File: src/hdl/bb3_pkg.sv
// Shared types and constants of the 3x3 box blur.
`timescale 1ns / 1ps

package bb3_pkg;

   localparam int MAX_WIDTH_DEFAULT = 1024;
   localparam int QUEUE_DEPTH       = 4;

   localparam int FRAME_WIDTH_RESET  = 640;
   localparam int FRAME_HEIGHT_RESET = 480;
   localparam int FRAME_WIDTH_W      = 11;
   localparam int FRAME_HEIGHT_W     = 12;

   localparam int CSR_INDEX_W = 1;
   localparam int CSR_DATA_W  = 12;
   localparam logic [CSR_INDEX_W-1:0] CSR_FRAME_WIDTH  = 1'b0;
   localparam logic [CSR_INDEX_W-1:0] CSR_FRAME_HEIGHT = 1'b1;

   // floor(s / 9) == (s * 7282) >> 16 for every nine-pixel sum up to 2295
   localparam int DIV9_RECIP = 7282;
   localparam int DIV9_SHIFT = 16;

   typedef struct packed {
      logic [7:0] red;
      logic [7:0] green;
      logic [7:0] blue;
   } rgb_type;

   typedef struct packed {
      logic [7:0] pixel_blue;
      logic [7:0] pixel_green;
      logic [7:0] pixel_red;
      logic       flush;
   } req_word_type;

   typedef struct packed {
      logic [7:0] out_blue;
      logic [7:0] out_green;
      logic [7:0] out_red;
      logic       last_of_frame;
   } rsp_word_type;

   // one window column plus what the back end must do with it
   typedef struct packed {
      rgb_type top;
      rgb_type mid;
      rgb_type bot;
      logic    emit;
      logic    interior;
      logic    last;
   } work_type;

endpackage

File: src/hdl/bb3_fifo.sv
// Short queue of window columns between front and back end.
`timescale 1ns / 1ps

module bb3_fifo import bb3_pkg::*; #(
   parameter int DEPTH = QUEUE_DEPTH
) (
   input  logic     clock,
   input  logic     reset,
   input  logic     push_valid,
   output logic     push_ready,
   input  work_type push_word,
   output logic     pop_valid,
   input  logic     pop_ready,
   output work_type pop_word
);

   localparam int PW = $clog2(DEPTH);
   localparam int NW = $clog2(DEPTH + 1);

   work_type       entry_ff [DEPTH];
   logic [PW-1:0]  wr_ptr_ff, rd_ptr_ff;
   logic [NW-1:0]  count_ff, count_in;
   logic           push, pop;

   assign push_ready = count_ff != NW'(DEPTH);
   assign pop_valid  = count_ff != '0;
   assign push       = push_valid && push_ready;
   assign pop        = pop_valid && pop_ready;
   assign pop_word   = entry_ff[rd_ptr_ff];

   always_comb begin
      count_in = count_ff;
      if (push && !pop) begin
         count_in = count_ff + NW'(1);
      end else if (pop && !push) begin
         count_in = count_ff - NW'(1);
      end
   end

   always_ff @(posedge clock) begin
      if (reset) begin
         wr_ptr_ff <= '0;
         rd_ptr_ff <= '0;
         count_ff  <= '0;
      end else begin
         if (push) begin
            wr_ptr_ff <= (wr_ptr_ff == PW'(DEPTH - 1)) ? '0 : wr_ptr_ff + PW'(1);
         end
         if (pop) begin
            rd_ptr_ff <= (rd_ptr_ff == PW'(DEPTH - 1)) ? '0 : rd_ptr_ff + PW'(1);
         end
         count_ff <= count_in;
      end
   end

   always_ff @(posedge clock) begin
      if (push) begin
         entry_ff[wr_ptr_ff] <= push_word;
      end
   end

   a_count_tracks_ptrs: assert property (@(posedge clock) disable iff (reset)
      (count_ff != NW'(DEPTH)) && (count_ff != '0) |->
      (NW'(wr_ptr_ff) == ((NW'(rd_ptr_ff) + count_ff >= NW'(DEPTH)) ?
                          NW'(rd_ptr_ff) + count_ff - NW'(DEPTH) :
                          NW'(rd_ptr_ff) + count_ff)))
      else $error("queue count out of step with pointers");

endmodule

File: config.mk
export PLATFORM = sky130hd
export DESIGN_NAME = bb3_fifo
export DESIGN_NICKNAME = d
export VERILOG_FILES = /design/src/hdl/bb3_pkg.sv /design/src/hdl/bb3_fifo.sv
export SDC_FILE = /design/constraint.sdc
export NUM_CORES = 1
export LEC_CHECK = 0
export BUFFER_PORTS_ARGS = -buffer_cell sky130_fd_sc_hd__buf_4
export CELL_PAD_IN_SITES_DETAIL_PLACEMENT = 1
export CELL_PAD_IN_SITES_GLOBAL_PLACEMENT = 2
export CORE_MARGIN = 3
export CORE_UTILIZATION = 35
export DETAILED_ROUTE_END_ITERATION = 12
export PLACE_DENSITY_LB_ADDON = 0.2
export REMOVE_ABC_BUFFERS = 1
export SKIP_LAST_GASP = 1
export SLEW_MARGIN = 30
export SYNTH_ARGS = -nofsm -noshare
export SYNTH_HDL_FRONTEND = slang
export SYNTH_SLANG_ARGS = --single-unit
File: constraint.sdc
create_clock -name clock -period 4.8 [get_ports clock]
set_clock_uncertainty 0.15 [all_clocks]
set_input_delay 0.24 -clock clock [delete_from_list [all_inputs] [get_ports clock]]
set_output_delay 0.24 -clock clock [all_outputs]
set_load 0.005 [all_outputs]
== Yosys cells after proc, flatten, opt, wreduce, memory -nomap -nowiden ==
Memory sizes are Yosys's and may differ from the RTL's. A register that Yosys moved wholly into a read port is not among the register bits.
Cells that the tools add are included.

* Memory bits (read-only): 0
* Bits in writable memories: 300
* Memories kept: 1
* Word-level logic and storage cells: 27
* Bits in registers: 7
* Output and inout bits: 77
* Input port bits: 79
* Bits in latches: 0

{| class="wikitable"
|+ Memories
! name !! depth !! bits a word !! read ports !! clocked after memory_dff !! write ports !! RTL line !! RTL
|-
| entry_ff || 4 || 75 || 1 || 1 || 1 || bb3_fifo.sv:20 || <nowiki>work_type entry_ff [DEPTH];</nowiki>
|}

* Multipliers: 0
* Shift operators: 0
* Multiplexer cells: 8
* Reductions and logical operators: 8
* Add/subtract/negate cells: 4
* Order comparisons: 0
* Div/mod/pow operators: 0
* Eq/ne operators: 3
* Bitwise operators: 0

{| class="wikitable"
|+ Operators by type and width
! operator !! count
|-
| $mux W2 || 4
|-
| $mux W3 || 2
|-
| $add A2 B1 Y2 const B || 2
|-
| $eq A2 B2 Y1 const B || 2
|-
| $logic_and A1 B1 Y1 || 4
|-
| $add A3 B1 Y3 const B || 1
|-
| $ne A3 B3 Y1 const B || 1
|-
| $reduce_bool A3 Y1 || 1
|-
| $sub A3 B1 Y3 const B || 1
|-
| $logic_not A1 Y1 || 2
|-
| $mux W1 || 2
|-
| $reduce_bool A2 Y1 || 1
|}

== Longest topological paths before layout ==
Gate-level depths: netlist (run 1).

* Depth after elaboration: 6
* Mapped depth: 9

== Worst setup path before layout (run 1) ==
OpenSTA, ideal clock, no wires.

* Kind: reg-to-reg
* Start point: register count_ff[0]
* End point: register count_ff[2]
* Data arrival time: 2.119 ns
* Setup time: 0.070 ns
* Path buffers: 0
* Cell stages (with the launch flop): 8
* Setup slack: 2.461 ns
* Clock period less this slack: 2.339 ns
* Path through: dfxtp_1 -> o31ai_1 -> ha_1 -> inv_1 -> fa_1 -> xor2_1 -> or3_2 -> a21oi_1

* Word-level cells in the longest chain between the ends: 5

{| class="wikitable"
|+ RTL lines
! item !! RTL line !! RTL
|-
| start: declaration || bb3_fifo.sv:22 || <nowiki>logic [NW-1:0] count_ff, count_in;</nowiki>
|-
| start signal: assignment || bb3_fifo.sv:52 || <nowiki>count_ff <= count_in;</nowiki>
|-
| parallel branches: the longest is 5 deep, another holds $sub A3 B1 Y3 || -- ||
|}

Several ways; the timed one is not identified. The select of a mux whose other input is x is not followed.
A chain may end at the register's enable or synchronous reset.

==> results.cfg, run 1 <==
[worst_setup_path]
worst-path-stages = 3
cp_slowest_stage_delay_ns = 0.88
crit_required_ns = 4.41
endpoint_kind = output pin
crit_type = reg -> out
cp_cell_sequence = buf_12 > mux4_2 > buf_4
r2r-start = count_ff[0]
r2r_slack_ns = 2.23
reg2regPathDepth = 7
startpoint_type = flop
critPathTopFamily = flip-flops
reg2reg_to = count_ff[2]
cp_num_buf_inv = 2
critical_path.max_fanout = 39
endpoint = pop_word[42]
cp.arrival_ns = 2.59
crit_slowest_cell = dfxtp_4

[routing]
drt_wl_total_um = 22870
vias = 5395
ant_nets = 0
dr.pass1.iters = 6
vias_per_cell = 4.783
drc = 0
wl_per_cell_um = 20.27
drtIter0Drc = 308

[timing]
min_period_ns = 2.975
worstMarginPinSlew_ns = 0.9230
hold_viol_final = 0
timing.slew.headroom_pct = 38.47
finalSetupViolations = 0
fmax_mhz = 336.1
period_share_pct = 61.98
rsz0062_at_grt = no
setup_tns_ns = 0
drv_slew = 0

[logic_synthesis]
yosysSeqAreaShare_pct = 81.32
synth_area_mm2 = 0.01130
synth_compound_area_share_pct = 0.3100
synthAdderAreaFrac_pct = 0.8415
syn_avg_cell_area_um2 = 25.74
synth-xor-area-share_pct = 0.1550
synth_cell_types = 26
synth_cells = 439
synth_top_family_by_area = multiplexers
synthSimpleGateAreaFrac_pct = 0.9412
yosys_warnings = 0
ys_ff_latch = 309
synth_mux_area_share_pct = 15.21

[cts]
clk_pin_slew_worst_paths_ns = 0.06
cts_root_buf = clkbuf_16
cts_resized = 0
insertion_delay_ns = 0.49
htreeDepth = 2
cts_tree = done
cts_buffers = 35
postCtsSetupBuffers = 0
cts.path.max_buffers = 3
cts_sinks = 309

[global_routing]
grt_pass1_wl_um = 35330
grt_max_degree = 59
grt_pass1_vias = 6084
track_usage_pct = 13.40
antenna_found_initial = 0
grt-ovfl-total = 0

[final_layout]
diodes = 0
num-nets-final = 787
layout-drive-gt1-share_pct = 41.05
seqCellArea_mm2 = 0.009196
fill_cells = 2889
multi_input_area_mm2 = 0.001988
syn2layout_area_growth_pct = 31.65
design_area_mm2 = 0.01488

[run]
cap_violations = 0

[place]
dp.final_hpwl_um = 13970
placedInstanceArea_mm2 = 0.01302
portBuffers = 155
routabilityCongestion = 0.7074

[floorplan]
start_util_pct = 35.63
die_x_um = 185.7
die_area_mm2 = 0.03448
design.core.area_mm2 = 0.03172
rows = 65
io_pins = 156
fp.dieH_um = 185.7

[outcome]
outcome = finished, final reports clean

[pwr]
power.leakage_nw = 5.026
peakVddDrop_mv = 0.2371
p_per_area_mw_per_mm2 = 493.7

[min_path]
min_path_type = in -> reg
==> cells in the mapped netlist <==
master | count | area (um^2)
buf_2 | 8 | 40.04
buf_6 | 6 | 67.56
inv_1 | 3 | 11.26
buf_4 | 1 | 7.510
xor2_1 | 2 | 17.52
or3_1 | 1 | 6.260
o21ai_0 | 1 | 5.000
mux2i_1 | 3 | 30.03
nand2_1 | 1 | 3.750
dfxtp_1 | 9 | 180.2
nor2_1 | 3 | 11.26
nor3_1 | 1 | 5.000
o31ai_2 | 1 | 12.51
nand3_1 | 1 | 5.000
or3b_1 | 1 | 8.760
edfxtp_1 | 300 | 9009
mux4_2 | 75 | 1689
o31ai_1 | 1 | 7.510
nand2b_1 | 2 | 12.51
and2_4 | 1 | 8.760
a21oi_1 | 2 | 10.01
ha_1 | 6 | 75.07
fa_1 | 1 | 20.02
clkbuf_1 | 3 | 11.26
and3_2 | 4 | 30.03
or3_2 | 2 | 15.01
==> per-layer routing <==
layer | track usage [%] | routed length [um] | up-vias
li1 | - | - | 2410
met1 | 18.01 | 10140 | 2811
met2 | 22.41 | 11270 | 140
met3 | 2.697 | 1000 | 34
met4 | 3.783 | 461 | 0
met5 | 0 | 0 | -
==> placed cells by master, fill, tap and decap left out, types with 2 or more instances in the layout <==
cell type	netlist	final
dfxtp_1	9	7
clkinvlp_4	0	4
nand2b_1	2	2
inv_1	3	3
or3_2	2	2
a21oi_1	2	2
dfxtp_4	0	2
buf_12	0	3
clkinv_4	0	2
mux2i_1	3	3
buf_4	1	160
clkinv_2	0	3
dlygate4sd3_1	0	78
nor2_1	3	3
mux4_2	75	75
xor2_1	2	2
ha_1	6	6
and3_4	0	4
clkbuf_16	0	37
clkinv_1	0	9
edfxtp_1	300	300
clkbuf_1	3	5
buf_16	0	2
==> sequential cells by signal (all words and copies together) (netlist names), named ones only <==
signal     count
entry_ff     300
wr_ptr_ff      2
rd_ptr_ff      2
count_ff       3
==> stage by stage <==
step	utilization (%)	power [mW]	cells	hold slack, ns	worst slack, ns
after floorplan	-	4.189	421	0.1591	0.5830
after global placement	40.73	4.871	984	0.2900	2.242
after detailed placement	41.03	4.940	988	0.2952	2.196
after CTS	46.90	7.494	1128	0.3170	1.697
after global routing	46.90	7.712	1128	0.3218	1.591
final	46.90	7.344	1128	0.3408	1.825
==> kinds of logic after synthesis <==
logic type	count (synthesis)
DFF	309
muxes	78
buffers and inverters	21
and+or+nand+nor	17
adders and majority gates	7
AOI/OAI and AO/OA	5
xor gates and xnor gates	2
==> area by class of cell <==
class                      count  area share [%]
clock buffer                  42           6.350
clock inverter                20          0.9084
inverter                       3         0.07570
multi-input combinational    109           13.37
sequential                   309           61.82
tap                          402           3.381
timing repair buffer         243           14.10
==> report_power, final <==
group          internal [mW]  switching (mW)  leakage, nW
Clock                   1.46            1.01        0.515
Combinational          0.837           0.609         1.69
Sequential              3.27           0.162         2.82
Total                   5.57            1.78         5.03
==> worst min path at each step <==
stage,from,end,slack (ns),depth (start not counted)
finish,push_word[61],entry_ff[0][61],0.34,2
detailed placement,push_word[61],entry_ff[2][61],0.30,1
CTS,push_word[54],entry_ff[0][54],0.32,2
global placement,push_word[1],entry_ff[1][1],0.29,1
global route,push_word[54],entry_ff[0][54],0.32,2
floorplan,reset,count_ff[2],0.16,1
==> repair_timing <==
item                                    in CTS  in global routing
endpoints found under the setup margin       0                  0
hold buffers                                78                  0
endpoints found under the hold margin      309                  0
No activity file was read; power rests on OpenSTA's default activity.
==> run 2, diff against run 1 <==
ABC_AREA = 1   (was default)
clock period = 2.93 ns   (was 4.8 ns; I/O delays follow)
==> results.cfg, run 2 <==
[outcome]
outcome = finished, final reports clean

[logic_synthesis]
synth.area.top_cells = edfxtp_1 (74%), o21ai_0 (5.2%), o22ai_2 (4.1%), nor2_4 (3.7%), nor2_1 (3.5%)
syn_avg_cell_area_um2 = 15.40
yosys_warnings = 0
yosysMostFrequentCell = edfxtp_1
synth_top_cell_area_share_pct = 73.66
synth_cells = 794
synth_ff_type = edfxtp_1
synth_area_mm2 = 0.01223
synth_cell_types = 26
synthArstFlopShare_pct = 0
synth_edf_count = 300
ys_ff_latch = 309
synthTopCellsByCount = edfxtp_1 (300), o21ai_0 (126), nor2_1 (115), nor2_4 (40), o22ai_2 (40)
yosys.area.top_type = edfxtp_1
yosysSeqAreaShare_pct = 75.14

[worst_setup_path]
endpoint_kind = output pin
startpoint_type = flop
crit_required_ns = 2.63
cp.arrival_ns = 2.11
critical_path.max_fanout = 150
r2r-start = count_ff[1]
crit_type = reg -> out

[pwr]
p_per_area_mw_per_mm2 = 867.2
pwr-share-seq_pct = 40.5
intPower_mw = 9.480
power_frac_comb_pct = 30.8
fin_total_pwr_mw = 13.65
power.leakage_nw = 5.452
switchingPower_mw = 4.166
peakVddDrop_mv = 0.4641
p_clk_share_pct = 28.7
p_sw_share_pct = 30.53

[final_layout]
top_register = entry_ff
multi_input_area_mm2 = 0.002671
num-nets-final = 1120
largest_register_ffs = 300
fill_cells = 3389
layout-drive-gt1-share_pct = 30.21
seqCellArea_mm2 = 0.009194
syn2layout_area_growth_pct = 28.67
top_regs = entry_ff: 300 flops, count_ff: 3 flops
layout_common_cells = edfxtp_1 (300), buf_4 (161), o21ai_0 (126)
final_common_cell = edfxtp_1

[global_routing]
grt_pass1_wl_um = 43220
grt-ovfl-total = 0
grt_pass1_vias = 7473
grt_max_degree = 151
antenna_found_initial = 1
track_usage_pct = 15.20

[cts]
postCtsSetupBuffers = 0
cts_tree = done
cts.path.max_buffers = 3
cts_resized = 0
insertion_delay_ns = 0.49
clk_pin_slew_worst_paths_ns = 0.06
cts_sinks = 309
cts_buffers = 36
cts_root_buf = clkbuf_16
htreeDepth = 2

[routing]
wl_per_cell_um = 18.88
drtIter0Drc = 289
vias = 7214
drt_wl_total_um = 28420
drc = 0
vias_per_cell = 4.793
ant_nets = 0
dr.pass1.iters = 6

[place]
dp.final_hpwl_um = 15600
routabilityCongestion = 0.6684
portBuffers = 155

[min_path]
min_path_type = in -> reg
min_from = push_word[66]

[floorplan]
die_x_um = 192.9
design.core.area_mm2 = 0.03395
start_util_pct = 36.02
die_area_mm2 = 0.03722
io_pins = 156
fp.dieH_um = 192.9
rows = 67

[timing]
period_share_pct = 82.19
timing.slew.headroom_pct = 49.89
rsz0062_at_grt = no
finalSetupViolations = 0
worstMarginPinSlew_ns = 0.7516
hold_viol_final = 0
fmax_mhz = 415.2
drv_slew = 0
min_period_ns = 2.408
setup_tns_ns = 0

[run]
cap_violations = 0
-- run 2: cell count changes in the layout (fill, tap and decap cells not counted), moves of 13 or more --
cell,before,now
nor2_1,3,111
nand2_1,1,14
o22ai_1,0,35
o21ai_1,0,20
mux4_2,75,0
nor2_4,0,44
o22ai_2,0,40
o21ai_0,1,126
-- run 2: routing by layer --
| metal | GRT usage, % | wire length, um |
|---|---|---|
| met5 | 0 | 0 |
| met4 | 4.478 | 618 |
| met3 | 2.616 | 1190 |
| met2 | 26.04 | 14040 |
| met1 | 19.94 | 12560 |
-- run 2: logic make-up after synthesis --
kind of cell             count (synthesis)  synth area share (%)
flip-flops                             309                 75.14
AO/OA/AOI/OAI                          229                 12.34
AND/OR/NAND/NOR                        184                 8.410
buffers and inverters                   64                 3.264
adder cells (fa/ha/maj)                  7                0.7776
XOR/XNOR                                 1               0.07163
-- run 2: area by class of cell --
type	instances	area share, %
Clock buffer	44	6.051
Timing Repair Buffer	250	14.04
Multi-Input combinational cell	421	16.98
Antenna cell	1	0.01590
Sequential cell	309	58.43
Tap cell	448	3.562
Inverter	16	0.4294
Clock inverter	16	0.4930
-- run 2: path summary, 6_finish.rpt --
kind                endpoint  slack [ns]  cells past startpoint
max             pop_word[50]        0.52                      4
min          entry_ff[2][66]        0.24                      2
max reg2reg      count_ff[1]        0.63                      9
min reg2reg             flop        0.39                      2
-- run 2: critical path, cell delays in order, from the launching register on --
cell     delay, ns
dfxtp_4       0.39
buf_12        0.43
o21ai_0       0.22
o22ai_1       0.22
buf_4         0.14
-- run 2: timing repair --
action,CTS,global route
hold buffers,78,0
setup endpoints to repair,0,0
endpoints found under the hold margin,309,0
-- run 2: power by group through the flow --
stage                     Sequential, mW  Clock [mW]  Combinational (mW)
after floorplan                     5.80           0                1.94
after global placement              5.61           0                4.23
after detailed placement            5.62           0                4.27
after CTS                           5.53        4.05                4.37
after global routing                5.56        4.26                4.70
final                               5.52        3.91                4.21
-- run 2: metrics by stage --
step | std cells | cell area, um^2 | hold slack, ns | worst slack (ns) | utilization [%]
after floorplan | 746 | 11900 | 0.06888 | -1.628 | -
after global placement | 1366 | 13920 | 0.1675 | 0.6871 | 41.01
after detailed placement | 1366 | 13920 | 0.1670 | 0.6241 | 41.01
after CTS | 1504 | 15730 | 0.2085 | 0.4845 | 46.34
after global routing | 1504 | 15730 | 0.2269 | 0.3842 | 46.34
final | 1505 | 15740 | 0.2392 | 0.5217 | 46.35
==> run 3, diff against run 2 <==
clock period = 2.3 ns   (was 2.93 ns; I/O delays follow)
==> results.cfg, run 3 (synthesized netlist as in run 2, its figures left out) <==
[outcome]
outcome = finished, final reports clean

[run]
cap_violations = 0

[worst_setup_path]
crit_type = reg -> out
endpoint_kind = output pin
critical_path.max_fanout = 61
cp.arrival_ns = 1.95
crit_required_ns = 2.04
startpoint_type = flop

[routing]
vias = 7337
dr.pass1.iters = 4
drtIter0Drc = 387
drc = 0
vias_per_cell = 4.853
drt_wl_total_um = 29930
ant_nets = 0
wl_per_cell_um = 19.80

[global_routing]
grt-ovfl-total = 0
grt_use_met2_pct = 27.08
grt_pass1_wl_um = 45660
grt_pass1_vias = 7789
grt.busiest_layer = met2
grtUsageMet3_pct = 2.961
track_usage_pct = 16.07
globalRouteMet1Util_pct = 21.77
antenna_found_initial = 1
grt_max_degree = 76

[floorplan]
die_area_mm2 = 0.03722
fp.dieH_um = 192.9
die_x_um = 192.9
io_pins = 156
rows = 67
start_util_pct = 36.02
design.core.area_mm2 = 0.03395

[min_path]
min_path_type = in -> reg

[cts]
postCtsSetupBuffers = 0
cts_sinks = 309
cts.path.max_buffers = 3
clk_pin_slew_worst_paths_ns = 0.06
cts_buffers = 35
insertion_delay_ns = 0.50
cts_tree = done
cts_root_buf = clkbuf_16
htreeDepth = 2

[timing]
min_period_ns = 2.214
timing.slew.headroom_pct = 73.62
fmax_mhz = 451.7
hold_viol_final = 0
period_share_pct = 96.25
finalSetupViolations = 0
fin_ws_ns = 0.08633
rsz0062_at_grt = yes
worstMarginPinSlew_ns = 0.3957
setup_tns_ns = 0
drv_slew = 0

[pwr]
p_per_area_mw_per_mm2 = 1121
peakVddDrop_mv = 0.5346
power.leakage_nw = 5.541
fin_total_pwr_mw = 17.83

[place]
portBuffers = 155
dp_slack_ns = 0.2594
routabilityCongestion = 0.6949
dp.final_hpwl_um = 17130
dp_cells = 1373

[final_layout]
largest_register_ffs = 300
layout_common_cells = edfxtp_1 (300), buf_4 (164), o21ai_0 (126)
syn2layout_area_growth_pct = 30.10
diodes = 0
fin_cells = 1512
layout-drive-gt1-share_pct = 30.73
final_common_cell = edfxtp_1
num-nets-final = 1127
fin_util_pct = 46.86
fill_cells = 3372
top_register = entry_ff
top_regs = entry_ff: 300 flops, count_ff: 3 flops
-- run 3: cell count changes in the layout (fill, tap and decap cells not counted), moves of 2 or more --
cell,delta
buf_4,+3
buf_12,+2
clkbuf_1,+2
clkbuf_8,+2
clkinv_1,-2
inv_8,-2
-- run 3: metrics by stage --
step / area (um^2) / hold WS (ns)
2_1_floorplan: 11900 / 0.03738
3_3_place_gp: 14010 / 0.1558
3_5_place_dp: 14010 / 0.1571
4_1_cts: 15900 / 0.1570
5_1_grt: 15910 / 0.1799
6_report: 15910 / 0.1857
-- run 3: worst paths after layout --
path	startpoint	endpoint	slack [ns]	cells past startpoint
min reg2reg	rd_ptr_ff[1]	flop	0.37	2
max	flop	pop_word[54]	0.09	4
min	reset	count_ff[0]	0.19	3
max reg2reg	count_ff[1]	count_ff[1]	0.24	9
-- run 3: layout make-up --
class / count / area [um^2] / share of cell area [%]
clock inverters: 12 / 76.32 / 0.4797
inverters: 16 / 77.57 / 0.4876
multi-input cells: 421 / 2671 / 16.79
repair buffers: 258 / 2344 / 14.73
well taps: 448 / 560.5 / 3.523
flip-flops and latches: 309 / 9194 / 57.79
clock buffers: 48 / 987.2 / 6.205
-- run 3: what timing repair did --
action | CTS | global route
hold endpoints to repair | 309 | 0
gates resized for setup | 2 | 3
hold buffers | 78 | 0
setup endpoints to repair | 8 | 7
gates cloned | 1 | 0
-- run 3: where the power goes --
part	total [mW]	switching, mW	internal, mW
Clock	5.18	2.09	3.09
Sequential	7.06	0.192	6.86
Combinational	5.59	3.17	2.42
Total	17.8	5.45	12.4
-- run 3: per-layer routing --
metal	vias up	routed length [um]
met4	2	464
met3	37	1320
met2	139	14370
met5	-	13
li1	3474	-
met1	3685	13760
-- run 3: worst max-delay path, cell delays in order, from the launching register on --
cell and delay (ns):
dfxtp_4 0.45, buf_16 0.30, o21ai_0 0.14, o22ai_1 0.35, buf_4 0.18
