File: src/hdl/bb3_pkg.sv
// Shared types and constants of the 3x3 box blur.
`timescale 1ns / 1ps

package bb3_pkg;

   localparam int MAX_WIDTH_DEFAULT = 1024;
   localparam int QUEUE_DEPTH       = 4;

   localparam int FRAME_WIDTH_RESET  = 640;
   localparam int FRAME_HEIGHT_RESET = 480;
   localparam int FRAME_WIDTH_W      = 11;
   localparam int FRAME_HEIGHT_W     = 12;

   localparam int CSR_INDEX_W = 1;
   localparam int CSR_DATA_W  = 12;
   localparam logic [CSR_INDEX_W-1:0] CSR_FRAME_WIDTH  = 1'b0;
   localparam logic [CSR_INDEX_W-1:0] CSR_FRAME_HEIGHT = 1'b1;

   // floor(s / 9) == (s * 7282) >> 16 for every nine-pixel sum up to 2295
   localparam int DIV9_RECIP = 7282;
   localparam int DIV9_SHIFT = 16;

   typedef struct packed {
      logic [7:0] red;
      logic [7:0] green;
      logic [7:0] blue;
   } rgb_type;

   typedef struct packed {
      logic [7:0] pixel_blue;
      logic [7:0] pixel_green;
      logic [7:0] pixel_red;
      logic       flush;
   } req_word_type;

   typedef struct packed {
      logic [7:0] out_blue;
      logic [7:0] out_green;
      logic [7:0] out_red;
      logic       last_of_frame;
   } rsp_word_type;

   // one window column plus what the back end must do with it
   typedef struct packed {
      rgb_type top;
      rgb_type mid;
      rgb_type bot;
      logic    emit;
      logic    interior;
      logic    last;
   } work_type;

endpackage

File: src/hdl/bb3_if.sv


interface bb3_rsp_if;
   import bb3_pkg::*;
   logic         valid;
   logic         ready;
   rsp_word_type payload;
   modport source (output valid, output payload, input ready);
   modport sink   (input valid, input payload, output ready);
endinterface

File: src/hdl/bb3_back.sv
// Back end: 3x3 window, nine-pixel sums, divide by nine inside, border kept, result register.
`timescale 1ns / 1ps

module bb3_back import bb3_pkg::*; (
   input  logic     clock,
   input  logic     reset,
   input  logic     pop_valid,
   output logic     pop_ready,
   input  work_type pop_word,
   bb3_rsp_if.source rsp_if
);

   typedef struct packed {
      logic [9:0] red;
      logic [9:0] green;
      logic [9:0] blue;
   } csum_type;

   typedef struct packed {
      logic [11:0] red;
      logic [11:0] green;
      logic [11:0] blue;
   } sum_type;

   logic         en, pop;
   csum_type     col_sum;

   // window: three column sums and the center pixel
   csum_type     cs0_ff, cs1_ff, cs2_ff;
   rgb_type      mid2_ff, ctr_ff;
   logic         w_valid_ff, w_interior_ff, w_last_ff;

   sum_type      s_sum_ff;
   rgb_type      s_ctr_ff;
   logic         s_valid_ff, s_interior_ff, s_last_ff;

   logic         o_valid_ff;
   rsp_word_type o_word_ff;

   function automatic logic [9:0] add3(input logic [7:0] a, input logic [7:0] b,
                                       input logic [7:0] c);
      return 10'(a) + 10'(b) + 10'(c);
   endfunction

   function automatic logic [11:0] add3w(input logic [9:0] a, input logic [9:0] b,
                                         input logic [9:0] c);
      return 12'(a) + 12'(b) + 12'(c);
   endfunction

   function automatic logic [7:0] div9(input logic [11:0] s);
      logic [24:0] p;
      p = 25'(s) * 25'(DIV9_RECIP);
      return p[DIV9_SHIFT+7:DIV9_SHIFT];
   endfunction

   // advance the whole back end unless a result waits at the port
   assign en        = !o_valid_ff || rsp_if.ready;
   assign pop_ready = en;
   assign pop       = pop_valid && en;

   assign col_sum.red   = add3(pop_word.top.red,   pop_word.mid.red,   pop_word.bot.red);
   assign col_sum.green = add3(pop_word.top.green, pop_word.mid.green, pop_word.bot.green);
   assign col_sum.blue  = add3(pop_word.top.blue,  pop_word.mid.blue,  pop_word.bot.blue);

   always_ff @(posedge clock) begin
      if (reset) begin
         cs0_ff     <= '0;
         cs1_ff     <= '0;
         cs2_ff     <= '0;
         mid2_ff    <= '0;
         ctr_ff     <= '0;
         w_valid_ff <= 1'b0;
         s_valid_ff <= 1'b0;
         o_valid_ff <= 1'b0;
      end else if (en) begin
         w_valid_ff <= pop && pop_word.emit;
         if (pop) begin
            cs0_ff  <= cs1_ff;
            cs1_ff  <= cs2_ff;
            cs2_ff  <= col_sum;
            ctr_ff  <= mid2_ff;
            mid2_ff <= pop_word.mid;
         end
         s_valid_ff <= w_valid_ff;
         o_valid_ff <= s_valid_ff;
      end
   end

   always_ff @(posedge clock) begin
      if (en) begin
         if (pop) begin
            w_interior_ff <= pop_word.interior;
            w_last_ff     <= pop_word.last;
         end
         s_sum_ff.red   <= add3w(cs0_ff.red,   cs1_ff.red,   cs2_ff.red);
         s_sum_ff.green <= add3w(cs0_ff.green, cs1_ff.green, cs2_ff.green);
         s_sum_ff.blue  <= add3w(cs0_ff.blue,  cs1_ff.blue,  cs2_ff.blue);
         s_ctr_ff       <= ctr_ff;
         s_interior_ff  <= w_interior_ff;
         s_last_ff      <= w_last_ff;
         if (s_interior_ff) begin
            o_word_ff.out_red   <= div9(s_sum_ff.red);
            o_word_ff.out_green <= div9(s_sum_ff.green);
            o_word_ff.out_blue  <= div9(s_sum_ff.blue);
         end else begin
            o_word_ff.out_red   <= s_ctr_ff.red;
            o_word_ff.out_green <= s_ctr_ff.green;
            o_word_ff.out_blue  <= s_ctr_ff.blue;
         end
         o_word_ff.last_of_frame <= s_last_ff;
      end
   end

   assign rsp_if.valid   = o_valid_ff;
   assign rsp_if.payload = o_word_ff;

   a_last_not_interior: assert property (@(posedge clock) disable iff (reset)
      w_valid_ff |-> !(w_interior_ff && w_last_ff))
      else $error("last pixel of frame classified as interior");

endmodule

File: src/flat_wrapper.sv
// flat-port wrapper written by rule: the top's interface ports become plain ports
module bb3_back_flat import bb3_pkg::*;
  (clock, reset, pop_valid, pop_ready, pop_word, rsp_if_valid, rsp_if_payload, rsp_if_ready);
  bb3_rsp_if rsp_if_i ();
  input  logic clock;
  input  logic reset;
  input  logic pop_valid;
  output logic pop_ready;
  input  work_type pop_word;
  output wire logic [$bits(rsp_if_i.valid)-1:0] rsp_if_valid;
  output wire logic [$bits(rsp_if_i.payload)-1:0] rsp_if_payload;
  input wire logic [$bits(rsp_if_i.ready)-1:0] rsp_if_ready;
  assign rsp_if_valid = rsp_if_i.valid;
  assign rsp_if_payload = rsp_if_i.payload;
  assign rsp_if_i.ready = rsp_if_ready;
  bb3_back u_core (.clock(clock), .reset(reset), .pop_valid(pop_valid), .pop_ready(pop_ready), .pop_word(pop_word), .rsp_if(rsp_if_i));
endmodule
File: config.mk
export PLATFORM = sky130hd
export DESIGN_NAME = bb3_back_flat
export DESIGN_NICKNAME = d
export VERILOG_FILES = /design/src/hdl/bb3_pkg.sv /design/src/hdl/bb3_if.sv /design/src/hdl/bb3_back.sv /design/src/flat_wrapper.sv
export SDC_FILE = /design/constraint.sdc
export NUM_CORES = 1
export LEC_CHECK = 0
export BUFFER_PORTS_ARGS = -buffer_cell sky130_fd_sc_hd__clkbuf_2
export CELL_PAD_IN_SITES_DETAIL_PLACEMENT = 0
export CELL_PAD_IN_SITES_GLOBAL_PLACEMENT = 1
export CORE_MARGIN = 3
export CORE_UTILIZATION = 53
export CTS_CLUSTER_SIZE = 25
export DETAILED_ROUTE_END_ITERATION = 8
export GPL_TIMING_DRIVEN = 0
export PLACE_DENSITY = 0.95
export SKIP_LAST_GASP = 1
export SLEW_MARGIN = 10
export SYNTH_ARGS = -nofsm -noshare
export SYNTH_HDL_FRONTEND = slang
export SYNTH_SLANG_ARGS = --single-unit
File: constraint.sdc
create_clock -name clock -period 11.83 [get_ports clock]
set_input_delay 2.9575 -clock clock [delete_from_list [all_inputs] [get_ports clock]]
set_output_delay 2.9575 -clock clock [all_outputs]
set_load 0.05 [all_outputs]
=== After elaboration in Yosys (flattened, before gate mapping) ===
Cells that the tools add are included.

* Muxes and demuxes: 1
* Multipliers: 3
* Reductions and logical operators: 5
* $add $sub $neg: 12

{| class="wikitable"
|+ Operator list
! cell !! count
|-
| $mul 12x12->23 const B || 3
|-
| $add 12x10->12 || 3
|-
| $add 10x10->11 || 3
|-
| $add 10x8->10 || 3
|-
| $add 8x8->9 || 3
|-
| $mux 24 || 1
|-
| $logic_and 1x1->1 || 2
|-
| $reduce_and 2->1 || 1
|-
| $logic_not 1->1 || 1
|-
| $logic_or 1x1->1 || 1
|}

* Bits of input ports: 79
* Bits in registers: 230
* Output and inout port bits: 27

=== Longest topological paths before layout ===
Gate-level depths: netlist (run 1).

* Depth after elaboration: 4
* Depth in mapped cells: 19
* Mapped depth without buffers: 19

=== Least setup slack after synthesis (run 1) ===
Ideal clock, no wire load.

* Kind: in2out
* Start: input port rsp_if_ready
* End: output port pop_ready
* Buffers on the path: 1
* Cell stages on the path: 2
* Setup slack: 2.944 ns
* Data arrival time: 5.929 ns
* Cell sequence: nand2b_1 -> clkbuf_1

* Longest elaborated chain between the ends: 1

{| class="wikitable"
|+ Ends and longest elaborated chain
! item !! RTL line !! source
|-
| from (decl) || flat_wrapper.sv:12 || <nowiki>input wire logic [$bits(rsp_if_i.ready)-1:0] rsp_if_ready;</nowiki>
|-
| $logic_or 1x1->1 || bb3_back.sv:57 || <nowiki>assign en = !o_valid_ff || rsp_if.ready;</nowiki>
|-
| to (decl) || flat_wrapper.sv:8 || <nowiki>output logic pop_ready;</nowiki>
|}

No other way between the ends.

=== Worst setup path after layout (run 1) ===
Same ends and word-level chain as after synthesis.

==> impl_results.md, run 1 <==
* Die Y at 188 µm
* Pwr Density at 245 nW/µm²
* Initial antenna violation count at 1
* P&R area growth vs syn at 11.0%
* Post-synthesis cell type count at 59
* Min Tclk post-route at approximately 7.3 ns
* Grt met1 use at 0.331
* Max Freq at 137 MHz
* Number of DRC markers in iteration 0 at 772
* Clk buf depth at 3
* Status: completed
* Root Buffer: clkbuf_16
* Worst Path Required at 8.87 ns
* Filler Cell Count at approximately 2,800
* Clock Latency Late Sink at 0.53 ns
* Htree depth at 1
* Hold Slack at between 0.4 and 0.5 ns
* Pre-antenna DRT Iters at 8
* # hold bufs at CTS at 0
* Die width at around 190 µm
* Synthesized Nets at 2,318
* Fin crit share at 0.618
* GR Util met3 at 0.0305
* NumNets Final at 2,450
* Setup TNS Final at 0 ns
* Pin count of the biggest net entering global routing at 61
* Boundary Pins at 106
* Post-synth EDFFs at 89
* GRT busiest layer: met2
* Share of layout cells above drive strength 1 at 0.0877
* CP Capture Type: output port
* Asr flop ratio synth at 0
* Num CTS Buffers at 25
* Overall power at 0.00478 W
* Max-Cap Viols at 0
* Total leakage power at 9.56 nW
* Quantity of gates resized following cts at 0
* GP Congestion at 0.911
* Setup Fix Bufs, Post-CTS at 0
* Core area at 32,600 µm²
* CTS tree: yes
* Antenna-violating nets left at 0
* Netlist Area Pre-Place at 17,600 µm²
* Setup CP Type: in2out
* Seq/Total Area, Yosys at 0.312
* Grt ovf at 0
* Routed vias/inst at 5.40
* Final Max Tran Viols at 0
* Post-Route Skew at about 0.0081 ns
* Vias in the first global route at 13,207
* Maximum VDD drop at 152 µV
* CTS clk-pin slew, worst paths at 0.06 ns
* # diodes at 0
* Routed wire length at 40.9 mm
* RSZ-0062 raised after global routing: false
* WL per Instance at ~17 µm
* Routed vias at 13,105
* Initial core utilization at 0.540
* DRC at 0
* Avg Inst Size Synth at a little under 10 µm²
* Row Count at 66
* Rel. slew slack at 0.454
* Startpoint types: primary input
* Die ar. at 35,400 µm²
* Total global routing track utilization at 0.235
* Post-synthesis register bit count at 230
* Crit path DAT at 4.35 ns
* First-pass GRT wire length at 67.5 mm
* HPWL after DPL at 33.9 mm
* Sink Count at 230
* Hold Vio Cnt, Final at 0
* Max FO, Critical Path at 60
* Ys flop type: dfxtp_1
* GR Layer Usage met2 at 0.380
* IO Port Bufs at approximately 100
* Slew @ Worst Pin at 0.819 ns
* Post-synthesis cell count at 1,832
* Hold Crit Class: reg2reg
* Final setup vio count at 0
* Synth warnings at 0
* Final Util at 0.599
## per-stage QoR
step / setup slack (ns) / std cells / area, µm²
floorplan: 2.94 / 1832 / 17600
global placement: 1.26 / 2378 / 18700
detailed placement: 4.49 / 2379 / 18700
CTS: 4.49 / 2425 / 19500
global route: 4.41 / 2425 / 19500
finish: 4.52 / 2425 / 19500
## cells by family (layout without fill, tap and decap cells)
group,Yosys count,in the layout,synth area share
fa+ha+maj,407,407,0.332
xor+xnor,115,115,0.0572
mux,16,16,0.0102
compound gates,381,381,0.132
simple gates,433,433,0.103
buf+inv,250,401,0.0534
flops,230,230,0.312
## report_power, final
part	switching, W	total (W)	leakage (nW)	internal, W
Combinational	0.00171	0.00298	6.95	0.00127
Clock	0.000318	0.000771	0.420	0.000453
Sequential	0.0000789	0.00103	2.19	0.000951
Total	0.00211	0.00478	9.56	0.00267
## registers in the layout, indices dropped and copies added, names as in the netlist, 24 cells and up
name                   flops
u_core.cs2_ff             30
u_core.mid2_ff            24
u_core.rsp_if.payload     25
u_core.cs1_ff             30
u_core.cs0_ff             30
u_core.ctr_ff             24
u_core.s_ctr_ff           24
u_core.s_sum_ff           36
## cells in the final DEF (no fill, tap or decap), types with 32 or more instances in the layout
cell      netlist  routed
o21ai_0        35      35
a21oi_1       210     210
clkbuf_1       42      44
xnor2_1        86      86
fa_1           99      99
nor3_1         32      32
a21o_1         34      34
edfxtp_1       89      89
nor2_1         54      54
inv_1         199     199
dfxtp_1       141     141
clkbuf_2        0     104
ha_1          308     308
nand2_1       289     289
## per-layer routing
| metal | routed length, µm | vias to the layer above |
|---|---|---|
| met5 | 9 | - |
| met4 | 1530 | 2 |
| met3 | 2530 | 84 |
| met2 | 18100 | 362 |
| met1 | 18700 | 6120 |
| li1 | - | 6537 |
## cells in the mapped netlist, types with 3 or more instances
library cell	number	share of area
a2111o_1	3	0.0019
a2111oi_0	7	0.0035
a211o_1	4	0.0020
a211oi_1	12	0.0051
a21o_1	34	0.014
a21oi_1	210	0.060
a31o_2	3	0.0015
a31oi_1	5	0.0018
and3_1	7	0.0025
buf_1	6	0.0013
clkbuf_1	42	0.0090
dfxtp_1	141	0.16
edfxtp_1	89	0.15
fa_1	99	0.11
ha_1	308	0.22
inv_1	199	0.042
mux2_2	15	0.0096
nand2_1	289	0.062
nand2b_1	5	0.0018
nand3_1	8	0.0023
nand4_1	8	0.0028
nor2_1	54	0.012
nor2b_1	13	0.0046
nor3_1	32	0.0091
nor3b_1	6	0.0026
nor4b_1	3	0.0015
o21a_1	15	0.0064
o21ai_0	35	0.010
o21bai_1	22	0.0094
o2bb2ai_1	3	0.0015
o311ai_0	3	0.0015
o41a_1	3	0.0019
o41ai_1	3	0.0015
or3_1	3	0.0011
xnor2_1	86	0.043
xor2_1	29	0.014
## final timing paths
kind | slack (ns) | end | from | depth (start not counted)
worst max-delay path | 4.52 | pop_ready | rsp_if_ready | 5
worst min-delay path | 0.42 | u_core.s_last_ff | u_core.w_last_ff | 0
worst max register to register | 6.31 | u_core.rsp_if.payload[21] | u_core.s_sum_ff[7] | 19
worst min register to register | 0.42 | u_core.s_last_ff | u_core.w_last_ff | 0
## layout make-up
| type | instances | area (µm²) | area share |
|---|---|---|---|
| repair buffers | 105 | 548 | 0.0281 |
| plain buffers | 49 | 189 | 0.00967 |
| flip-flops and latches | 230 | 5500 | 0.281 |
| clock buffers | 36 | 769 | 0.0394 |
| inverters | 201 | 754 | 0.0386 |
| well taps | 442 | 553 | 0.0283 |
| multi-input cells | 1352 | 11200 | 0.572 |
| clock inverters | 10 | 58.8 | 0.00301 |
## critical path: stages
cell and delay (ns):
clkbuf_2 0.10, nand2b_1 0.09, clkbuf_4 0.48, buf_16 0.33, clkbuf_2 0.34
No activity file was read; power rests on OpenSTA's default activity.
==> run 2, diff against run 1 <==
--- a/config.mk
+++ b/config.mk
@@ -9,11 +9,11 @@
 export CELL_PAD_IN_SITES_DETAIL_PLACEMENT = 0
 export CELL_PAD_IN_SITES_GLOBAL_PLACEMENT = 1
 export CORE_MARGIN = 3
-export CORE_UTILIZATION = 53
+export CORE_UTILIZATION = 49
 export CTS_CLUSTER_SIZE = 25
 export DETAILED_ROUTE_END_ITERATION = 8
 export GPL_TIMING_DRIVEN = 0
-export PLACE_DENSITY = 0.95
+export PLACE_DENSITY = 0.94
 export SKIP_LAST_GASP = 1
 export SLEW_MARGIN = 10
 export SYNTH_ARGS = -nofsm -noshare
==> constraint.sdc (replaced) <==
create_clock -name clock -period 6.8 [get_ports clock]
set_input_delay 1.7 -clock clock [delete_from_list [all_inputs] [get_ports clock]]
set_output_delay 1.7 -clock clock [all_outputs]
set_load 0.05 [all_outputs]
==> impl_results.md, run 2 (synthesis results as in run 1) <==
* Core area at 35,000 µm² (+7.2%)
* Routed vias/inst at 5.36 (-0.74%)
* Grt ovf at 0 (unchanged)
* Slowest stage delay, CP at 0.53 ns (+0.05 ns)
* CTS tree: yes
* Most flops, register: u_core.s_sum_ff
* Sink Count at 230 (unchanged)
* Num CTS Buffers at 26 (+4.0%)
* Power share of the clock group at 0.173 (+0.012)
* CP Capture Type: flip-flop
* Initial antenna violation count at 2 (+1)
* Die Y at 196 µm (+3.9%)
* Number of DRC markers in iteration 0 at 696 (-9.8%)
* Routed vias at 13,099 (-0.046%)
* Maximum VDD drop at 506 µV (+230%)
* Quantity of gates resized following cts at 0 (unchanged)
* Seq pwr share at 0.212 (-0.003)
* Final Max Tran Viols at 0 (unchanged)
* Worst-path cell chain: inv_1 > fa_1 > inv_1 > ha_1 > inv_1 > fa_1 > inv_1 > fa_1 > inv_1 > fa_1 > inv_1 > ha_1 > and3_1 > o2111ai_1 > or2_2 > a2bb2oi_1 > o21ai_0 > xor2_1 > mux2_2
* DRC at 0 (unchanged)
* Clock Latency Late Sink at 0.53 ns (about the same)
* Max-Cap Viols at 0 (unchanged)
* Max FO, Critical Path at 4 (-93%)
* HPWL after DPL at 34.6 mm (+2.1%)
* Commonest non-fill, non-tap cell in the layout: ha_1
* Status: completed
* Startpoint types: flip-flop
* Routed wire length at 41.9 mm (+2.5%)
* Fin crit share at 0.805
* Min Tclk post-route at about 5.5 ns
* Htree depth at 1 (unchanged)
* IO Port Bufs at 104 (unchanged)
* NumNets Final at 2,451 (+0.041%)
* Rel. slew slack at 0.352 (-0.102)
* Hold Vio Cnt, Final at 0 (unchanged)
* Switch share at 0.435 (-0.00624)
* Max Freq at 183 MHz
* Critical path's slowest cell: edfxtp_1
* Internal power at 0.00477 W (+78%)
* Post-Route Skew at 0.0296 ns (+0.0215 ns)
* Filler Cell Count at 3,023 (+7.9%)
* GP Congestion at 0.916 (+0.54%)
* Clk buf depth at 3 (unchanged)
* Total global routing track utilization at 0.219 (-0.0168)
* Sw Pwr at 0.00367 W (+74%)
* Overall power at 0.00844 W (+76%)
* Antenna-violating nets left at 0 (unchanged)
* Most frequent cells in the layout: 308 x ha_1, 289 x nand2_1, 210 x a21oi_1
* Pre-antenna DRT Iters at 5 (-3)
* CTS clk-pin slew, worst paths at 0.06 ns (about the same)
* Final setup vio count at 0 (unchanged)
* Worst Path Required at 7.05 ns (-1.82 ns)
* Placed cell count at 2,392 (+0.55%)
* Pin count of the biggest net entering global routing at 63 (+3.3%)
* Hold Crit Class: reg2reg
* Total leakage power at 9.60 nW (+0.34%)
* Die ar. at 38,200 µm² (+7.9%)
* Initial core utilization at 0.503 (-0.0363)
* Share of layout cells above drive strength 1 at 0.0877 (-0.0000884)
* # hold bufs at CTS at 0 (unchanged)
* Pwr Density at 430 nW/µm² (+76%)
* WL per Instance at 17.2 µm (+1.8%)
* RSZ-0062 raised after global routing: false
* Vias in the first global route at 13,155 (-0.39%)
* Worst path most repeated cell: inv_1
* Setup Fix Bufs, Post-CTS at 0 (unchanged)
* Setup CP Type: reg2reg
* Root Buffer: clkbuf_16
* P&R area growth vs syn at 11.5%
* Non-filler cells, final at 2,442 (+0.70%)
* Boundary Pins at 106 (unchanged)
* Slew @ Worst Pin at 0.973 ns (+0.154 ns)
* Crit path DAT at 5.73 ns (+1.38 ns)
* Comb pwr share at 0.615 (-0.008)
* Row Count at 68 (+3.0%)
* Max reg flops at 36 (unchanged)
* First-pass GRT wire length at 67.8 mm (+0.42%)
* Die width at 196 µm (+3.9%)
[run 2: final timing paths]
kind	from	to	slack [ns]	depth (start not counted)
max reg2reg	u_core.s_sum_ff[9]	u_core.rsp_if.payload[23]	1.33	19
min reg2reg	u_core.s_last_ff	u_core.rsp_if.payload[0]	0.42	0
min	u_core.s_last_ff	u_core.rsp_if.payload[0]	0.42	0
max	u_core.s_sum_ff[9]	u_core.rsp_if.payload[23]	1.33	19
[run 2: metrics by stage]
stage	util	worst slack [ns]	hold WS, ns	setup TNS, ns	area [µm²]
after global placement	0.535	-1.72	0.402	-203.41	18700
after floorplan	-	0.317	0.400	0	17600
after detailed placement	0.535	1.37	0.410	0	18700
final	0.561	1.33	0.424	0	19600
after global routing	0.561	0.973	0.430	0	19600
after CTS	0.561	1.30	0.421	0	19600
[run 2: power groups by stage]
stage               logic [W]  registers, W  clock network, W
finish                0.00519       0.00179           0.00146
global route          0.00608       0.00181           0.00153
CTS                   0.00523       0.00180           0.00147
detailed placement    0.00515       0.00182                 0
global placement      0.00497       0.00182                 0
floorplan             0.00382       0.00194                 0
[run 2: worst max-delay path, delay by kind of cell (launching register included)]
family / cells / cell delay (ns)
adders and majority gates: 6 / 2.65
AOI/OAI and AO/OA: 3 / 0.68
DFF: 1 / 0.53
and+or+nand+nor: 2 / 0.51
buffers and inverters: 6 / 0.40
muxes: 1 / 0.30
xor gates and xnor gates: 1 / 0.12
[run 2: layer usage]
metal,up-vias,share of wire,global-route usage
met4,0,0.026,0.0544
met2,313,0.46,0.357
met1,6174,0.46,0.300
met5,-,0,0
li1,6548,-,-
met3,64,0.062,0.0440
[run 2: layout make-up]
cell class | count | area, µm² | area share
clock buffer | 41 | 817 | 0.0416
antenna | 2 | 5.00 | 0.000255
multi-input combinational | 1352 | 11200 | 0.569
timing repair buffer | 105 | 548 | 0.0279
sequential | 230 | 5500 | 0.280
tap | 455 | 569 | 0.0290
buffer | 49 | 189 | 0.00962
clock inverter | 7 | 85.1 | 0.00433
inverter | 201 | 754 | 0.0384
==> run 3, diff against run 2 <==
--- a/config.mk
+++ b/config.mk
@@ -9,11 +9,11 @@
 export CELL_PAD_IN_SITES_DETAIL_PLACEMENT = 0
 export CELL_PAD_IN_SITES_GLOBAL_PLACEMENT = 1
 export CORE_MARGIN = 3
-export CORE_UTILIZATION = 49
+export CORE_UTILIZATION = 44
 export CTS_CLUSTER_SIZE = 25
 export DETAILED_ROUTE_END_ITERATION = 8
 export GPL_TIMING_DRIVEN = 0
-export PLACE_DENSITY = 0.94
+export PLACE_DENSITY = 0.89
 export SKIP_LAST_GASP = 1
 export SLEW_MARGIN = 10
 export SYNTH_ARGS = -nofsm -noshare
==> constraint.sdc (replaced) <==
create_clock -name clock -period 4.9 [get_ports clock]
set_input_delay 1.225 -clock clock [delete_from_list [all_inputs] [get_ports clock]]
set_output_delay 1.225 -clock clock [all_outputs]
set_load 0.05 [all_outputs]
==> impl_results.md, run 3 (synthesis results as in run 1) <==
* Status: completed
* Final setup vio count at 0 (unchanged)
* # diodes at 0 (-2)
* First-pass GRT wire length at 69.9 mm (+3.1%)
* Initial core utilization at 0.450 (-0.0532)
* CTS tree: yes
* Die width at 206 µm (+5.4%)
* Initial antenna violation count at 1 (-1)
* Antenna-violating nets left at 0 (unchanged)
* Max FO, Critical Path at 4 (unchanged)
* Final Util at 0.517 (-0.0444)
* Worst path most repeated cell: fa_1
* Crit path DAT at 5.13 ns (-0.60 ns)
* Pin count of the biggest net entering global routing at 94 (+49%)
* Pre-antenna DRT Iters at 5 (unchanged)
* Critical path's slowest cell: fa_1
* CP Capture Type: flip-flop
* GP Congestion at 0.901 (-1.7%)
* Max Freq at 207 MHz (+13%)
* Max-Cap Viols at 0 (unchanged)
* Vias in the first global route at 13,556 (+3.0%)
* DRC at 0 (unchanged)
* Routed wire length at 44.1 mm (+5.4%)
* Pwr Density at 627 nW/µm² (+46%)
* Final Max Tran Viols at 0 (unchanged)
* Filler Cell Count at 3,502 (+16%)
* WL per Instance at 17.4 µm (+1.4%)
* IO Port Bufs at 104 (unchanged)
* Num CTS Buffers at 25 (-3.8%)
* Most frequent cells in the layout: 291 x ha_1, 289 x nand2_1, 207 x a21oi_1
* HPWL after DPL at 35.3 mm (+2.1%)
* Routed vias at 13,324 (+1.7%)
* Boundary Pins at 106 (unchanged)
* Most flops, register: u_core.s_sum_ff
* Worst reg-to-reg path cell count at 17 (-2)
* Worst Path Required at 5.20 ns (-1.85 ns)
* Maximum VDD drop at 410 µV (-19%)
* Root Buffer: clkbuf_16
* Sink Count at 230 (unchanged)
* Row Count at 72 (+5.9%)
* Commonest non-fill, non-tap cell in the layout: ha_1
* NumNets Final at 2,487 (+1.5%)
* Die Y at 206 µm (+5.4%)
* Total leakage power at 9.71 nW (+1.2%)
* Post-Route Skew at 0.0231 ns (-0.00652 ns)
* Worst-path cell chain: fa_1 > ha_4 > inv_2 > fa_1 > inv_2 > fa_1 > inv_1 > fa_1 > inv_2 > ha_4 > a21o_1 > a31oi_4 > a21oi_4 > a2bb2oi_4 > a21boi_2 > or3_1 > a31o_2
* Setup CP Type: reg2reg
* Total global routing track utilization at 0.208 (-0.0107)
* Slowest stage delay, CP at 0.57 ns (+0.04 ns)
* Post-layout instance area at 20,200 µm² (+3.0%)
* Startpoint types: flip-flop
* Placed cell count at 2,454 (+2.6%)
* Max reg flops at 36 (unchanged)
* Clock Latency Late Sink at 0.54 ns (about the same)
* CTS clk-pin slew, worst paths at 0.06 ns (about the same)
* R2r endpoint: u_core.rsp_if.payload[21]
* Number of DRC markers in iteration 0 at 714 (+2.6%)
* Hold Vio Cnt, Final at 0 (unchanged)
* R2r startpoint: u_core.s_sum_ff[3]
* Die ar. at 42,400 µm² (+11%)
* Hold EP: u_core.rsp_if.payload[0]
* Core area at 39,100 µm² (+12%)
* Worst hold stages at 0 (unchanged)
* Routed vias/inst at 5.25 (-2.1%)
* Clk buf depth at 3 (unchanged)
* Htree depth at 1 (unchanged)
* Dpl cell area at 18,800 µm² (+0.34%)
* Hold Crit Class: reg2reg
* Slew @ Worst Pin at 0.952 ns (-0.0204 ns)
* Fin crit share at 0.985 (+0.180)
* R2R Setup Slk at 0.08 ns (-1.25 ns)
* Non-filler cells, final at 2,538 (+3.9%)
* P&R area growth vs syn at 14.8%
* RSZ-0062 raised after global routing: true
* Min Tclk post-route at 4.82 ns (-0.647 ns)
* Hold Crit Start: u_core.s_last_ff
* CP startpoint: u_core.s_sum_ff[3]
* Grt ovf at 0 (unchanged)
* Share of layout cells above drive strength 1 at 0.132 (+0.0440)
* Rel. slew slack at 0.365 (+0.0136)
==> run 3: layout make-up <==
| class | instances | area, µm² | area share |
|---|---|---|---|
| flip-flops and latches | 230 | 5500 | 0.272 |
| repair buffers | 142 | 810 | 0.0400 |
| clock buffers | 36 | 726 | 0.0359 |
| multi-input cells | 1352 | 11500 | 0.569 |
| inverters | 201 | 754 | 0.0373 |
| clock inverters | 10 | 82.6 | 0.00409 |
| plain buffers | 49 | 195 | 0.00966 |
| well taps | 518 | 648 | 0.0321 |
==> run 3: through the flow <==
step           setup TNS [ns]  setup slack, ns  power [W]  hold WS [ns]
3_5_place_dp            -2.93           -0.449    0.00976         0.410
5_1_grt                -0.155          -0.0866     0.0140         0.439
4_1_cts               -0.0312          -0.0312     0.0121         0.425
6_report                    0           0.0755     0.0127         0.427
3_3_place_gp           -52.45           -0.651    0.00954         0.403
2_1_floorplan         -0.0212          -0.0212    0.00800         0.400
==> run 3: how the worst max path moves through the flow <==
stage	end
global placement	u_core.cs2_ff[20]
global route	u_core.rsp_if.payload[16]
floorplan	u_core.rsp_if.payload[21]
CTS	u_core.rsp_if.payload[21]
detailed placement	u_core.rsp_if.payload[21]
finish	u_core.rsp_if.payload[21]
==> run 3: worst max-delay path, delay by kind of cell (launching register included) <==
kind / cells / cell delay [ns]
AND/OR/NAND/NOR: 1 / 0.34
buffers and inverters: 4 / 0.17
AO/OA/AOI/OAI: 6 / 1.06
adder cells (fa/ha/maj): 6 / 2.53
flip-flops: 1 / 0.47
==> run 3: report_power, final <==
| group | internal [W] | switching [W] |
|---|---|---|
| Clock | 0.00105 | 0.000796 |
| Combinational | 0.00366 | 0.00472 |
| Sequential | 0.00229 | 0.000161 |
| Total | 0.00700 | 0.00567 |
==> run 3: metal layers <==
metal,track usage,routed length [µm]
met5,0,13
met1,0.278,19200
met3,0.0339,2980
met4,0.0584,1300
met2,0.350,20700
==> run 3: repair_timing <==
item,CTS,global route
hold buffers,0,0
gates resized for setup,23,47
setup endpoints to repair,15,18
setup buffers,15,23
pin swaps,11,36
